--- config.mk ---
export PLATFORM = sky130hd
export DESIGN_NAME = irc_line_field_parser_flat
export DESIGN_NICKNAME = d
export VERILOG_FILES = /design/src/rtl/irc_lfp_pkg.sv /design/src/rtl/irc_lfp_if.sv /design/src/rtl/irc_lfp_front.sv /design/src/rtl/irc_lfp_queue.sv /design/src/rtl/irc_lfp_back.sv /design/src/rtl/irc_line_field_parser.sv /design/src/flat_wrapper.sv
export SDC_FILE = /design/constraint.sdc
export NUM_CORES = 1
export LEC_CHECK = 0
export ABC_AREA = 0
export BUFFER_PORTS_ARGS = -buffer_cell sky130_fd_sc_hd__buf_4
export CAP_MARGIN = 20
export CORE_AREA = 2 2 133 135
export DETAILED_ROUTE_END_ITERATION = 16
export DIE_AREA = 0 0 135 137
export GPL_TIMING_DRIVEN = 0
export PLACE_DENSITY = 0.71
export SLEW_MARGIN = 20
export SYNTH_ARGS = -nofsm -noshare
export SYNTH_HDL_FRONTEND = slang
export SYNTH_SLANG_ARGS = --single-unit
--- constraint.sdc ---
create_clock -name clock -period 7.1 [get_ports clock]
set_clock_uncertainty 0.05 [all_clocks]
set_input_delay 0 -clock clock [delete_from_list [all_inputs] [get_ports clock]]
set_output_delay 0 -clock clock [all_outputs]
set_load 0.01 [all_outputs]
--- src/rtl/irc_lfp_pkg.sv ---
`default_nettype none
package irc_lfp_pkg;

   // Defaults for the top-level parameters
   localparam int LINE_LIMIT_DEF = 512;
   localparam int QUEUE_DEPTH_DEF = 4;

   // Width of the reported offset and length fields
   localparam int FIELD_W = 10;

   // Delimiter characters
   localparam logic [7:0] CH_CR    = 8'h0D;
   localparam logic [7:0] CH_LF    = 8'h0A;
   localparam logic [7:0] CH_COLON = 8'h3A;
   localparam logic [7:0] CH_BANG  = 8'h21;
   localparam logic [7:0] CH_AT    = 8'h40;
   localparam logic [7:0] CH_SPACE = 8'h20;

   typedef enum logic [3:0] {
      PH_INIT     = 4'd0,
      PH_NICK     = 4'd1,
      PH_NAME     = 4'd2,
      PH_HOST     = 4'd3,
      PH_COMMAND  = 4'd4,
      PH_PARAMS   = 4'd5,
      PH_TRAILING = 4'd6,
      PH_END      = 4'd7,
      PH_ERROR    = 4'd8
   } phase_type;

   typedef enum logic [2:0] {
      EV_NICK    = 3'd0,
      EV_NAME    = 3'd1,
      EV_HOST    = 3'd2,
      EV_COMMAND = 3'd3,
      EV_PARAM   = 3'd4,
      EV_END     = 3'd5,
      EV_ERROR   = 3'd6
   } ev_type;

   typedef enum logic [1:0] {
      ERR_NONE     = 2'd0,
      ERR_LONG     = 2'd1,
      ERR_LF       = 2'd2,
      ERR_AFTER_CR = 2'd3
   } err_type;

   // One queued command: a single event, or a param event followed by end of line
   typedef struct packed {
      ev_type               kind;
      logic [FIELD_W-1:0]   start;
      logic [FIELD_W-1:0]   len;
      err_type              code;
      logic                 pair;
   } q_entry_type;

   typedef struct packed {
      logic full;
      logic empty;
   } q_status_type;

endpackage
`default_nettype wire

--- src/rtl/irc_lfp_if.sv ---
`default_nettype none
interface irc_lfp_req_if;
   logic       valid;
   logic       ready;
   logic [7:0] data_byte;

   modport source (output valid, output data_byte, input ready);
   modport sink (input valid, input data_byte, output ready);
endinterface

interface irc_lfp_rsp_if;
   logic       valid;
   logic       ready;
   logic [2:0] event_kind;
   logic [9:0] field_start;
   logic [9:0] field_length;
   logic [1:0] error_code;
   logic       last_of_run;

   modport source (output valid, output event_kind, output field_start,
                   output field_length, output error_code, output last_of_run,
                   input ready);
   modport sink (input valid, input event_kind, input field_start,
                 input field_length, input error_code, input last_of_run,
                 output ready);
endinterface
`default_nettype wire

--- src/rtl/irc_lfp_front.sv ---
`default_nettype none
module irc_lfp_front
   import irc_lfp_pkg::*;
#(
   parameter int LINE_LIMIT = LINE_LIMIT_DEF
) (
   input  wire logic         clock,
   input  wire logic         reset,
   input  wire logic         csr_wr_en,
   input  wire logic [6:0]   csr_wr_data,
   irc_lfp_req_if.sink       req_if,
   input  q_status_type      q_stat,
   output logic              push,
   output q_entry_type       entry
);

   localparam int CNT_W = $clog2(LINE_LIMIT + 2);
   localparam logic [CNT_W-1:0] LIMIT = CNT_W'(LINE_LIMIT);

   function automatic logic [FIELD_W-1:0] fit(input logic [CNT_W-1:0] v);
      logic [CNT_W+FIELD_W-1:0] w;
      w = {{FIELD_W{1'b0}}, v};
      return w[FIELD_W-1:0];
   endfunction

   logic [6:0]       mask_ff;
   phase_type        ph_ff, ph_in, ph_eff;
   logic [CNT_W-1:0] lc_ff, lc_in, seg_ff, seg_in;
   err_type          err_ff, err_in, err_eff;

   logic [7:0]       b;
   logic             accept, over, want;
   logic [CNT_W-1:0] lc_inc, lcm1, flen, lspan;
   ev_type           kind;
   logic [CNT_W-1:0] ev_start, ev_len;
   err_type          code;
   logic             pair, lf_end;

   assign req_if.ready = !q_stat.full;
   assign accept = req_if.valid && req_if.ready;
   assign b = req_if.data_byte;

   // Counter and span arithmetic, effective error code and phase
   always_comb begin
      lc_inc  = (lc_ff <= LIMIT) ? lc_ff + 1'b1 : lc_ff;
      over    = lc_inc > LIMIT;
      lcm1    = lc_inc - 1'b1;
      flen    = (lcm1 > seg_ff) ? lcm1 - seg_ff : '0;
      lspan   = (lc_ff > seg_ff) ? lc_ff - seg_ff : '0;
      err_eff = over ? ERR_LONG : err_ff;
      if (over)
         ph_eff = PH_ERROR;
      else if (ph_ff == PH_INIT && b != CH_COLON)
         ph_eff = PH_COMMAND;
      else
         ph_eff = ph_ff;
   end

   // Byte classification and next line state
   always_comb begin
      ph_in    = ph_ff;
      lc_in    = lc_ff;
      seg_in   = seg_ff;
      err_in   = err_ff;
      want     = 1'b0;
      lf_end   = 1'b0;
      kind     = EV_ERROR;
      ev_start = lcm1;
      ev_len   = flen;
      code     = ERR_NONE;
      if (b == CH_CR) begin
         ph_in = PH_END;
      end else if (b == CH_LF) begin
         if (ph_ff == PH_END) begin
            lf_end   = 1'b1;
            ev_start = seg_ff;
            ev_len   = lspan;
            ph_in    = PH_INIT;
            lc_in    = '0;
            seg_in   = '0;
            err_in   = ERR_NONE;
         end else begin
            want     = 1'b1;
            kind     = EV_ERROR;
            ev_start = lc_ff;
            ev_len   = '0;
            code     = ERR_LF;
         end
      end else begin
         lc_in  = lc_inc;
         err_in = err_eff;
         ph_in  = ph_eff;
         unique case (ph_eff)
            PH_INIT: begin
               seg_in = CNT_W'(1);
               ph_in  = PH_NICK;
            end
            PH_NICK: begin
               if (b == CH_AT || b == CH_SPACE || b == CH_BANG) begin
                  want     = 1'b1;
                  kind     = EV_NICK;
                  ev_start = seg_ff;
                  seg_in   = lc_inc;
                  if (b == CH_AT)
                     ph_in = PH_HOST;
                  else if (b == CH_SPACE)
                     ph_in = PH_COMMAND;
                  else
                     ph_in = PH_NAME;
               end
            end
            PH_NAME: begin
               if (b == CH_SPACE || b == CH_AT) begin
                  want     = 1'b1;
                  kind     = EV_NAME;
                  ev_start = seg_ff;
                  seg_in   = lc_inc;
                  ph_in    = (b == CH_SPACE) ? PH_COMMAND : PH_HOST;
               end
            end
            PH_HOST: begin
               if (b == CH_SPACE) begin
                  want     = 1'b1;
                  kind     = EV_HOST;
                  ev_start = seg_ff;
                  seg_in   = lc_inc;
                  ph_in    = PH_COMMAND;
               end
            end
            PH_COMMAND: begin
               if (b == CH_SPACE) begin
                  want     = 1'b1;
                  kind     = EV_COMMAND;
                  ev_start = seg_ff;
                  seg_in   = lc_inc;
                  ph_in    = PH_PARAMS;
               end
            end
            PH_PARAMS: begin
               if (b == CH_SPACE) begin
                  want     = 1'b1;
                  kind     = EV_PARAM;
                  ev_start = seg_ff;
                  seg_in   = lc_inc;
               end else if (b == CH_COLON && lc_inc == seg_ff + 1'b1) begin
                  ph_in  = PH_TRAILING;
                  seg_in = lc_inc;
               end
            end
            PH_TRAILING: begin
            end
            PH_END: begin
               ph_in  = PH_ERROR;
               err_in = ERR_AFTER_CR;
               want   = 1'b1;
               kind   = EV_ERROR;
               ev_len = CNT_W'(1);
               code   = ERR_AFTER_CR;
            end
            default: begin
               // error phase and unused phase codes
               ph_in  = PH_ERROR;
               want   = 1'b1;
               kind   = EV_ERROR;
               ev_len = CNT_W'(1);
               code   = err_eff;
            end
         endcase
      end
   end

   // Masking and queue entry; a line end carries param and end of line together
   always_comb begin
      entry.start = fit(ev_start);
      entry.len   = fit(ev_len);
      entry.code  = code;
      if (lf_end) begin
         entry.kind = mask_ff[EV_PARAM] ? EV_PARAM : EV_END;
         entry.pair = mask_ff[EV_PARAM] && mask_ff[EV_END];
         push       = accept && (mask_ff[EV_PARAM] || mask_ff[EV_END]);
      end else begin
         entry.kind = kind;
         entry.pair = 1'b0;
         push       = accept && want && mask_ff[kind];
      end
   end

   always_ff @(posedge clock) begin
      if (reset) begin
         mask_ff <= 7'h7F;
         ph_ff   <= PH_INIT;
         lc_ff   <= '0;
         seg_ff  <= '0;
         err_ff  <= ERR_NONE;
      end else begin
         if (csr_wr_en)
            mask_ff <= csr_wr_data;
         if (accept) begin
            ph_ff  <= ph_in;
            lc_ff  <= lc_in;
            seg_ff <= seg_in;
            err_ff <= err_in;
         end
      end
   end

`ifndef SYNTHESIS
   a_overlong_err: assert property (@(posedge clock) disable iff (reset)
      (lc_ff > LIMIT) |-> (ph_ff == PH_ERROR || ph_ff == PH_END))
      else $error("overlong line outside error handling");
   a_seg_order: assert property (@(posedge clock) disable iff (reset)
      seg_ff <= lc_ff)
      else $error("segment start beyond line count");
   a_no_push_full: assert property (@(posedge clock) disable iff (reset)
      push |-> !q_stat.full)
      else $error("push into full queue");
`endif

endmodule
`default_nettype wire

--- src/rtl/irc_lfp_queue.sv ---
`default_nettype none
module irc_lfp_queue
   import irc_lfp_pkg::*;
#(
   parameter int DEPTH = QUEUE_DEPTH_DEF
) (
   input  wire logic          clock,
   input  wire logic          reset,
   input  wire logic          push,
   input  wire q_entry_type   push_entry,
   input  wire logic          pop,
   output q_entry_type        head,
   output q_status_type       status
);

   localparam int PTR_W = (DEPTH > 1) ? $clog2(DEPTH) : 1;
   localparam int CNT_W = $clog2(DEPTH + 1);
   localparam logic [PTR_W-1:0] LAST = PTR_W'(DEPTH - 1);
   localparam logic [CNT_W-1:0] FULL_CNT = CNT_W'(DEPTH);

   q_entry_type      slot_ff [DEPTH];
   logic [PTR_W-1:0] wr_ff, rd_ff;
   logic [CNT_W-1:0] cnt_ff;

   assign status.full  = cnt_ff == FULL_CNT;
   assign status.empty = cnt_ff == '0;
   assign head = slot_ff[rd_ff];

   // Entry storage
   always_ff @(posedge clock) begin
      if (push)
         slot_ff[wr_ff] <= push_entry;
   end

   // Pointers and fill count
   always_ff @(posedge clock) begin
      if (reset) begin
         wr_ff  <= '0;
         rd_ff  <= '0;
         cnt_ff <= '0;
      end else begin
         if (push)
            wr_ff <= (wr_ff == LAST) ? '0 : wr_ff + 1'b1;
         if (pop)
            rd_ff <= (rd_ff == LAST) ? '0 : rd_ff + 1'b1;
         if (push && !pop)
            cnt_ff <= cnt_ff + 1'b1;
         else if (pop && !push)
            cnt_ff <= cnt_ff - 1'b1;
      end
   end

`ifndef SYNTHESIS
   a_cnt_bound: assert property (@(posedge clock) disable iff (reset)
      cnt_ff <= FULL_CNT)
      else $error("queue count overflow");
   a_no_pop_empty: assert property (@(posedge clock) disable iff (reset)
      pop |-> !status.empty)
      else $error("pop from empty queue");
`endif

endmodule
`default_nettype wire

--- src/rtl/irc_lfp_back.sv ---
`default_nettype none
module irc_lfp_back
   import irc_lfp_pkg::*;
(
   input  wire logic         clock,
   input  wire logic         reset,
   input  wire q_entry_type  head,
   input  wire q_status_type q_stat,
   output logic              pop,
   irc_lfp_rsp_if.source     rsp_if
);

   logic               valid_ff;
   logic               sub_ff;
   ev_type             kind_ff;
   logic [FIELD_W-1:0] start_ff, len_ff;
   err_type            code_ff;
   logic               last_ff;
   logic               load;

   // Output slot free or being drained this cycle, and an entry queued
   assign load = (!valid_ff || rsp_if.ready) && !q_stat.empty;
   assign pop  = load && (sub_ff || !head.pair);

   assign rsp_if.valid        = valid_ff;
   assign rsp_if.event_kind   = kind_ff;
   assign rsp_if.field_start  = start_ff;
   assign rsp_if.field_length = len_ff;
   assign rsp_if.error_code   = code_ff;
   assign rsp_if.last_of_run  = last_ff;

   // Control: output valid and second-beat flag
   always_ff @(posedge clock) begin
      if (reset) begin
         valid_ff <= 1'b0;
         sub_ff   <= 1'b0;
      end else begin
         if (load) begin
            valid_ff <= 1'b1;
            sub_ff   <= !sub_ff && head.pair;
         end else if (rsp_if.ready) begin
            valid_ff <= 1'b0;
         end
      end
   end

   // Payload: first beat is the queued kind, second beat is end of line
   always_ff @(posedge clock) begin
      if (load) begin
         kind_ff  <= sub_ff ? EV_END : head.kind;
         start_ff <= head.start;
         len_ff   <= head.len;
         code_ff  <= head.code;
         last_ff  <= sub_ff || !head.pair;
      end
   end

`ifndef SYNTHESIS
   a_sub_has_head: assert property (@(posedge clock) disable iff (reset)
      sub_ff |-> !q_stat.empty)
      else $error("pending end-of-line beat without queued entry");
   a_sub_after_param: assert property (@(posedge clock) disable iff (reset)
      sub_ff |-> (valid_ff && kind_ff == EV_PARAM && !last_ff))
      else $error("end-of-line beat not preceded by param beat");
`endif

endmodule
`default_nettype wire

--- src/rtl/irc_line_field_parser.sv ---
`default_nettype none
// IRC line field parser.
// req_if takes one byte of the message stream per beat (valid/ready).
// rsp_if gives field events: kind, start offset, length, error code and a
// last_of_run flag that marks the final beat caused by one byte.
// csr_wr_en/csr_wr_data write the 7-bit event mask; a cleared bit drops
// that event kind. Write it only while no bytes are in flight.
// Throughput: one byte per cycle while the command queue has room. Most
// bytes give zero or one beat; the LF that ends a line gives a param beat
// and an end-of-line beat, which the output stage sends in turn.
// A beat caused by an accepted byte goes from the front parser into the
// command queue and from the queue into the output register. A command
// queue of QUEUE_DEPTH entries (default 4) between parser and output stage
// absorbs stalls; req_if.ready drops only when that queue is full, so a
// stalled receiver backs up the queue before the byte stream stops.
// Reset (synchronous): mask all ones, parser at start of line, queue and
// output register empty.
module irc_line_field_parser
   import irc_lfp_pkg::*;
#(
   parameter int LINE_LIMIT  = LINE_LIMIT_DEF,
   parameter int QUEUE_DEPTH = QUEUE_DEPTH_DEF
) (
   input  wire logic       clock,
   input  wire logic       reset,
   input  wire logic       csr_wr_en,
   input  wire logic [6:0] csr_wr_data,
   irc_lfp_req_if.sink     req_if,
   irc_lfp_rsp_if.source   rsp_if
);

   logic         push, pop;
   q_entry_type  push_entry, head;
   q_status_type q_stat;

   irc_lfp_front #(
      .LINE_LIMIT (LINE_LIMIT)
   ) u_front (
      .clock       (clock),
      .reset       (reset),
      .csr_wr_en   (csr_wr_en),
      .csr_wr_data (csr_wr_data),
      .req_if      (req_if),
      .q_stat      (q_stat),
      .push        (push),
      .entry       (push_entry)
   );

   irc_lfp_queue #(
      .DEPTH (QUEUE_DEPTH)
   ) u_queue (
      .clock      (clock),
      .reset      (reset),
      .push       (push),
      .push_entry (push_entry),
      .pop        (pop),
      .head       (head),
      .status     (q_stat)
   );

   irc_lfp_back u_back (
      .clock  (clock),
      .reset  (reset),
      .head   (head),
      .q_stat (q_stat),
      .pop    (pop),
      .rsp_if (rsp_if)
   );

endmodule
`default_nettype wire

--- src/flat_wrapper.sv ---
// flat-port wrapper written by rule: the top's interface ports become plain ports
module irc_line_field_parser_flat import irc_lfp_pkg::*;
#(
   parameter int LINE_LIMIT  = LINE_LIMIT_DEF,
   parameter int QUEUE_DEPTH = QUEUE_DEPTH_DEF
)
  (clock, reset, csr_wr_en, csr_wr_data, req_if_valid, req_if_data_byte, req_if_ready, rsp_if_valid, rsp_if_event_kind, rsp_if_field_start, rsp_if_field_length, rsp_if_error_code, rsp_if_last_of_run, rsp_if_ready);
  irc_lfp_req_if req_if_i ();
  irc_lfp_rsp_if rsp_if_i ();
  input  wire logic clock;
  input  wire logic reset;
  input  wire logic csr_wr_en;
  input  wire logic [6:0] csr_wr_data;
  input wire logic [$bits(req_if_i.valid)-1:0] req_if_valid;
  input wire logic [$bits(req_if_i.data_byte)-1:0] req_if_data_byte;
  output wire logic [$bits(req_if_i.ready)-1:0] req_if_ready;
  output wire logic [$bits(rsp_if_i.valid)-1:0] rsp_if_valid;
  output wire logic [$bits(rsp_if_i.event_kind)-1:0] rsp_if_event_kind;
  output wire logic [$bits(rsp_if_i.field_start)-1:0] rsp_if_field_start;
  output wire logic [$bits(rsp_if_i.field_length)-1:0] rsp_if_field_length;
  output wire logic [$bits(rsp_if_i.error_code)-1:0] rsp_if_error_code;
  output wire logic [$bits(rsp_if_i.last_of_run)-1:0] rsp_if_last_of_run;
  input wire logic [$bits(rsp_if_i.ready)-1:0] rsp_if_ready;
  assign req_if_i.valid = req_if_valid;
  assign req_if_i.data_byte = req_if_data_byte;
  assign req_if_ready = req_if_i.ready;
  assign rsp_if_valid = rsp_if_i.valid;
  assign rsp_if_event_kind = rsp_if_i.event_kind;
  assign rsp_if_field_start = rsp_if_i.field_start;
  assign rsp_if_field_length = rsp_if_i.field_length;
  assign rsp_if_error_code = rsp_if_i.error_code;
  assign rsp_if_last_of_run = rsp_if_i.last_of_run;
  assign rsp_if_i.ready = rsp_if_ready;
  irc_line_field_parser #(.LINE_LIMIT(LINE_LIMIT), .QUEUE_DEPTH(QUEUE_DEPTH)) u_core (.clock(clock), .reset(reset), .csr_wr_en(csr_wr_en), .csr_wr_data(csr_wr_data), .req_if(req_if_i), .rsp_if(rsp_if_i));
endmodule
==> Word level (Yosys, flattened, before mapping) <==
Memories as Yosys holds them, arrays and structs flattened. A register that Yosys moved wholly into a read port is not among the register bits.
Index checks and enable logic that the tools add are counted.
{ "classes": {"add_sub_neg": 9, "magnitude_cmp": 5, "n_eq_ne": 25, "mux": 80, "bitwise": 1, "reduce_logical": 37} }
{ "op_table": {"columns": ["op", "count"], "rows": [
  ["$mux W10", 21],
  ["$pmux W10 S5", 1],
  ["$mux W4", 11],
  ["$mux W3", 12],
  ["$pmux W10 S3", 1],
  ["$pmux W4 S7", 1],
  ["$eq A8 B6 Y1 const B", 3],
  ["$mux W2", 12],
  ["$add A10 B1 Y10 const B", 2],
  ["$eq A4 B3 Y1 const B", 5],
  ["$gt A10 B10 Y1", 2],
  ["$sub A10 B10 Y10", 2],
  ["$mux W1", 17],
  ["$eq A8 B4 Y1 const B", 2],
  ["$pmux W3 S5", 1],
  ["$logic_and A1 B1 Y1", 12],
  ["$eq A10 B10 Y1", 1],
  ["$gt A10 B10 Y1 const B", 1],
  ["$le A10 B10 Y1 const B", 1],
  ["$sub A10 B1 Y10 const B", 1],
  ["$eq A4 B2 Y1 const B", 2],
  ["$eq A8 B7 Y1 const B", 1],
  ["$logic_not A4 Y1", 2],
  ["$ne A8 B6 Y1 const B", 1],
  ["27 further kinds", 42]
]} }
{ "totals": {"regBits": 68, "ramBits": 104, "in_bits": 20, "output_inout_bits": 28, "elab_cells": 173, "mem_count": 1} }
{ "mem_list": {"columns": ["memory", "depth", "width", "read_ports", "rd_clocked_by_memory_dff", "wr", "line_no", "rtl"], "rows": [
  ["u_core.u_queue.slot_ff", 4, 26, 1, 1, 1, "irc_lfp_queue.sv:21", "q_entry_type slot_ff [DEPTH];"]
]} }

==> Longest topological paths before layout <==
{ "depth": {"ltp_word": 16, "mapped_depth": 20, "ltp_nobuf": 19} }

==> Cells and area by module <==
Synthesis repeated with hierarchy kept, for this count alone.
{ "unflattened": {"cells_unflattened": 746, "area_unflattened_um2": 9246.4} }
{ "by_module_without_submodules": {"columns": ["module", "n_inst", "cells_each", "area_per_inst_um2", "seq_area_each_um2"], "rows": [
  ["irc_lfp_queue", 1, 180, 4237.8, 3303.2],
  ["irc_lfp_front", 1, 526, 4101.4, 660.6],
  ["irc_lfp_back", 1, 40, 907.1, 820.8]
]} }

==> Worst setup path after synthesis <==
No wires, ideal clock.
{ "synth_path": {"path_type": "register to register", "from": "register u_core.u_front.lc_ff[0]", "to": "register u_core.u_queue.cnt_ff[2]", "setup_time_ns": 0.070, "arrival_time_ns": 5.160, "required_time_ns": 6.980, "path_slack_ns": 1.820, "stages_incl_launch_ff": 21, "n_path_buf": 1, "period_less_slack_ns": 5.280, "cell_sequence": "dfxtp_1 inv_1 ha_1 or4b_1 o31ai_1 mux2_2 inv_1 ha_1 a21bo_2 a211oi_1 a41oi_1 or3_4 o211ai_1 o311a_1 buf_6 ha_1 inv_1 fa_1 xor2_1 or3_1 a21oi_1"} }
{ "synth_via": {"elab_chain_cells": 15, "elab_cells_between_ends": 30, "cone_classes": "add/sub: 1; order compare: 2; eq/ne: 6; mux: 12; reduce/logical: 9"} }
{ "synth_rtl": {"columns": ["item", "line_no", "rtl"], "rows": [
  ["start, declared", "irc_lfp_front.sv:28", "logic [CNT_W-1:0] lc_ff, lc_in, seg_ff, seg_in;"],
  ["start signal, assigned", "irc_lfp_front.sv:200", "lc_ff <= lc_in;"],
  ["$add A10 B1 Y10 / $le A10 B10 Y1 (equally long branches)", "irc_lfp_front.sv:45", "lc_inc = (lc_ff <= LIMIT) ? lc_ff + 1'b1 : lc_ff;"],
  ["$mux W10 (*)", "irc_lfp_front.sv:45", null],
  ["$gt A10 B10 Y1 (*)", "irc_lfp_front.sv:46", "over = lc_inc > LIMIT;"],
  ["$mux W4 (*)", "irc_lfp_front.sv:51", "if (over)"],
  ["$eq A4 B3 Y1, or another cell as far along", "irc_lfp_front.sv:93", "unique case (ph_eff)"],
  ["$pmux W3 S5, or another cell as far along", "irc_lfp_front.sv:93", null],
  ["$mux W3 / $pmux W1 S4 (equally long branches)", "irc_lfp_front.sv:73, irc_lfp_front.sv:93", null],
  ["$mux W3 / $mux W1 (equally long branches)", "irc_lfp_front.sv:71, irc_lfp_front.sv:73", null],
  ["$bmux W1 S3 / $mux W1 (equally long branches)", "irc_lfp_front.sv:184, irc_lfp_front.sv:71", null],
  ["$mux W1 (implied by the code) / $logic_and A1 B1 Y1 (equally long branches)", "irc_lfp_front.sv:184", "push = accept && want && mask_ff[kind];"],
  ["$logic_and A1 B1 Y1 (*)", "irc_lfp_front.sv:184", null],
  ["$mux W1 (*)", "irc_lfp_front.sv:177", "if (lf_end) begin"],
  ["net u_core.push", "irc_line_field_parser.sv:32", "logic push, pop;"],
  ["$logic_not A1 Y1", "irc_lfp_queue.sv:48", "else if (pop && !push)"],
  ["$logic_and A1 B1 Y1", "irc_lfp_queue.sv:48", null],
  ["$reduce_bool A2 Y1 (no source line)", null, null],
  ["end signal, assigned", "irc_lfp_queue.sv:47", "cnt_ff <= cnt_ff + 1'b1;"],
  ["end signal, assigned", "irc_lfp_queue.sv:49", "cnt_ff <= cnt_ff - 1'b1;"],
  ["end, declared", "irc_lfp_queue.sv:23", "logic [CNT_W-1:0] cnt_ff;"]
]} }
Mark *: on every way through the listed nets, which the timed path passes. The rest lies on a longest branch. The select of a mux whose other input is x is not followed.
A chain may end at the register's enable or synchronous reset.

==> Final worst setup path <==
Ends and elaborated chain as after synthesis.

==> results.md <==
* Slowest cell on crit path: o31ai_1
* Critical Path, Cell by Cell: inv_1 -> ha_1 -> or4b_1 -> o31ai_1 -> mux2_2 -> inv_1 -> ha_1 -> a21bo_2 -> a211oi_1 -> a41oi_1 -> or3_4 -> o211ai_1 -> o311a_1 -> buf_6 -> ha_1 -> inv_1 -> fa_1 -> xor2_1 -> or3_1 -> a21oi_1
* Fill cells at 1,371
* Vias in the first global route at 6,433
* Die area at 0.0185 mm2
* TNS Setup at 0 ns
* Max_cap viols at 0
* Vias per std cell at 6.03
* Yosys warnings at 0
* Leakage power at 0.00376 uW
* PD cells at 304 mW/mm2
* CTS tree: yes
* Netlist cell types at 77
* Ys async rst share at 0
* Crit end category: flip-flop
* Area added between synthesis and finish at 15.8%
* Final number of hold-violating endpoints at 0
* Nets at 929
* Post-route antenna net violation count at 0
* WHS at 0.348 ns
* Clock sinks at 174
* DR vias at 6,716
* Post-Route WL at 22,500 um
* Hold WC Path Type: in -> reg
* Initial Util at 0.534
* Avg WL per Cell at 20.2 um
* First-pass GRT wire length at 35,800 um
* Worst Setup Start Kind: flip-flop
* Residual DRC at 0
* FF+latch count, synth at 174
* Gr usage total at 0.256
* Num rows at 48
* Setup Fix Bufs, Post-CTS at 0
* Max VDD drop at 0.000192 V
* CP Class: reg -> reg
* Minimum clock period at 6.34 ns
* Port Buf Inserts at 42
* CTS H-tree depth at 4
* TritonRoute pass-1 iters at 5
* Hold Startpoint: req_if_data_byte[5]
* Max clock buf depth at 2
* Worst-skew pair later-pin latency at 0.44 ns
* Clk slew on worst S/H paths at 0.07 ns
* Fmax at 158 MHz
* EDFF count, synth at 130
* Core Box Area at 0.0171 mm2
* Final HPWL DP at 16,100 um
* Max_slew headroom at 0.233
* Worst Slack Setup Final at 0.760 ns
* Initial antenna violation count at 0
* Top FF cell, synth: edfxtp_1
* Slowest stage delay, CP at 0.64 ns
* Placed instance count at 1,063
* Root Driver: clkbuf_16
* Pins Over Slew Limit at 0
* Crit Path Max Fanout at 8
* Total CTS buffers at 17
* Gr ovfl total at 0
* Layout cells sized above 1 at 0.151
* Starting DRT DRC Count at 567
* Largest net degree at the start of global routing at 27
* Inserted Diodes at 0
* Seq/Total Area, Yosys at 0.525
* R2r startpoint: u_core.u_front.lc_ff[0]
* Most common cell after layout, fill and taps aside: edfxtp_1
* Pre-CTS setup slack at 0.776 ns
* Worst EP required at 7.41 ns
* Die Y at 137 um
* Post-Syn Nets at 848
* Multi-input gate area at 0.00403 mm2
* Syn Inst Count at 795
* GP Congestion at 0.963
* Worst path buffer plus inverter count at 4
* Crit share post-route at 0.893
* Storage cell area at 0.00478 mm2
* Synthesized cell area at 0.00912 mm2
* Worst Max-Slew Pin Slew at 1.14 ns
* CP startpoint: u_core.u_front.lc_ff[0]
* Final setup violating endpoints at 0
* Most frequent cells in the layout: 130 x edfxtp_1, 60 x nand2_1, 54 x nor2_1
* Status: completed
* Ports at 48
* Non-filler cells, final at 1,114
* Final Util at 0.619
* Critical path arrival at 6.65 ns
* RSZ-0062 raised after global routing: no
* Syn_area_per_cell at 11.5 um2
* Die width at 135 um
* Delay-heaviest family, CP: compound AO/OA/AOI/OAI gates
==> sequential cells by signal, indices dropped and copies added, names as in the netlist, 3 cells and up, named ones only <==
| name | count |
|---|---|
| u_core.u_front.lc_ff | 10 |
| u_core.u_queue.cnt_ff | 3 |
| u_core.u_back.rsp_if.event_kind | 3 |
| u_core.u_back.rsp_if.field_length | 10 |
| u_core.u_front.seg_ff | 10 |
| u_core.u_front.ph_ff | 4 |
| u_core.u_front.mask_ff | 7 |
| u_core.u_back.rsp_if.field_start | 10 |
| u_core.u_queue.slot_ff | 104 |
==> synthesized netlist by cell type (14+ instances only) <==
cell type	instances	area, um2
a21oi_1	37	185
clkbuf_1	29	109
dfxtp_1	44	881
edfxtp_1	130	3900
ha_1	30	375
inv_1	39	146
mux4_2	26	586
nand2_1	60	225
nand2b_1	14	87.6
nand3_1	21	105
nor2_1	54	203
nor3_1	22	110
o21ai_0	53	265
xnor2_1	36	315
xor2_1	15	131
==> worst register-to-register path: stages (launching register included) <==
cell	delay [ns]
dfxtp_1	0.37
inv_1	0.22
ha_1	0.19
or4b_1	0.49
o31ai_1	0.64
mux2_2	0.51
inv_1	0.08
ha_1	0.20
a21bo_2	0.25
a211oi_1	0.45
a41oi_1	0.41
or3_4	0.52
o211ai_1	0.17
o311a_1	0.21
buf_6	0.13
ha_1	0.20
inv_1	0.08
fa_1	0.43
xor2_1	0.18
or3_1	0.32
a21oi_1	0.16
==> path summary, 6_finish.rpt <==
path,endpoint,slack (ns),cells after the start
setup / recovery,u_core.u_queue.cnt_ff[2],0.76,20
hold reg to reg,u_core.u_front.err_ff[1],0.44,2
setup reg to reg,u_core.u_queue.cnt_ff[2],0.76,20
hold / removal,u_core.u_front.ph_ff[0],0.35,6
==> timing repair <==
action                                 CTS  global route
resized for setup                        0             0
hold buffers                            18             0
setup endpoints to repair                0             0
endpoints found under the hold margin   18             0
==> cell type report <==
cell class | instances | area share
plain buffers | 40 | 0.0162
clock buffers | 17 | 0.0403
clock inverters | 15 | 0.0175
inverters | 39 | 0.0139
multi-input cells | 542 | 0.382
flip-flops and latches | 174 | 0.453
well taps | 225 | 0.0267
repair buffers | 62 | 0.0500
==> cell families after synthesis <==
logic type      count (synthesis)  synth area share
flops                         174             0.525
buf+inv                        79            0.0349
simple gates                  252             0.143
xor+xnor                       52            0.0515
fa+ha+maj                      33            0.0478
mux                            41            0.0815
compound gates                164             0.116
==> layer usage <==
metal  vias to the layer above  track usage  share of wire
li1                       3135            -              -
met1                      3308        0.344           0.44
met2                       239        0.435           0.49
met3                        34       0.0389          0.050
met4                         0       0.0712          0.020
met5                         -            0              0
==> through the flow <==
stage          area, um2  total power, uW
3_3_place_gp        9710             2220
3_5_place_dp        9760             2280
2_1_floorplan       9120             1930
5_1_grt            10600             3370
6_report           10600             3210
4_1_cts            10500             3230
==> power breakdown <==
group / internal (uW) / switching [uW] / leakage (uW) / total [uW]
logic: 392 / 535 / 0.00191 / 927
registers: 1290 / 52.2 / 0.00156 / 1350
clock network: 480 / 458 / 0.000293 / 938
total: 2170 / 1050 / 0.00376 / 3210
Power figures use the tool's default switching activity.
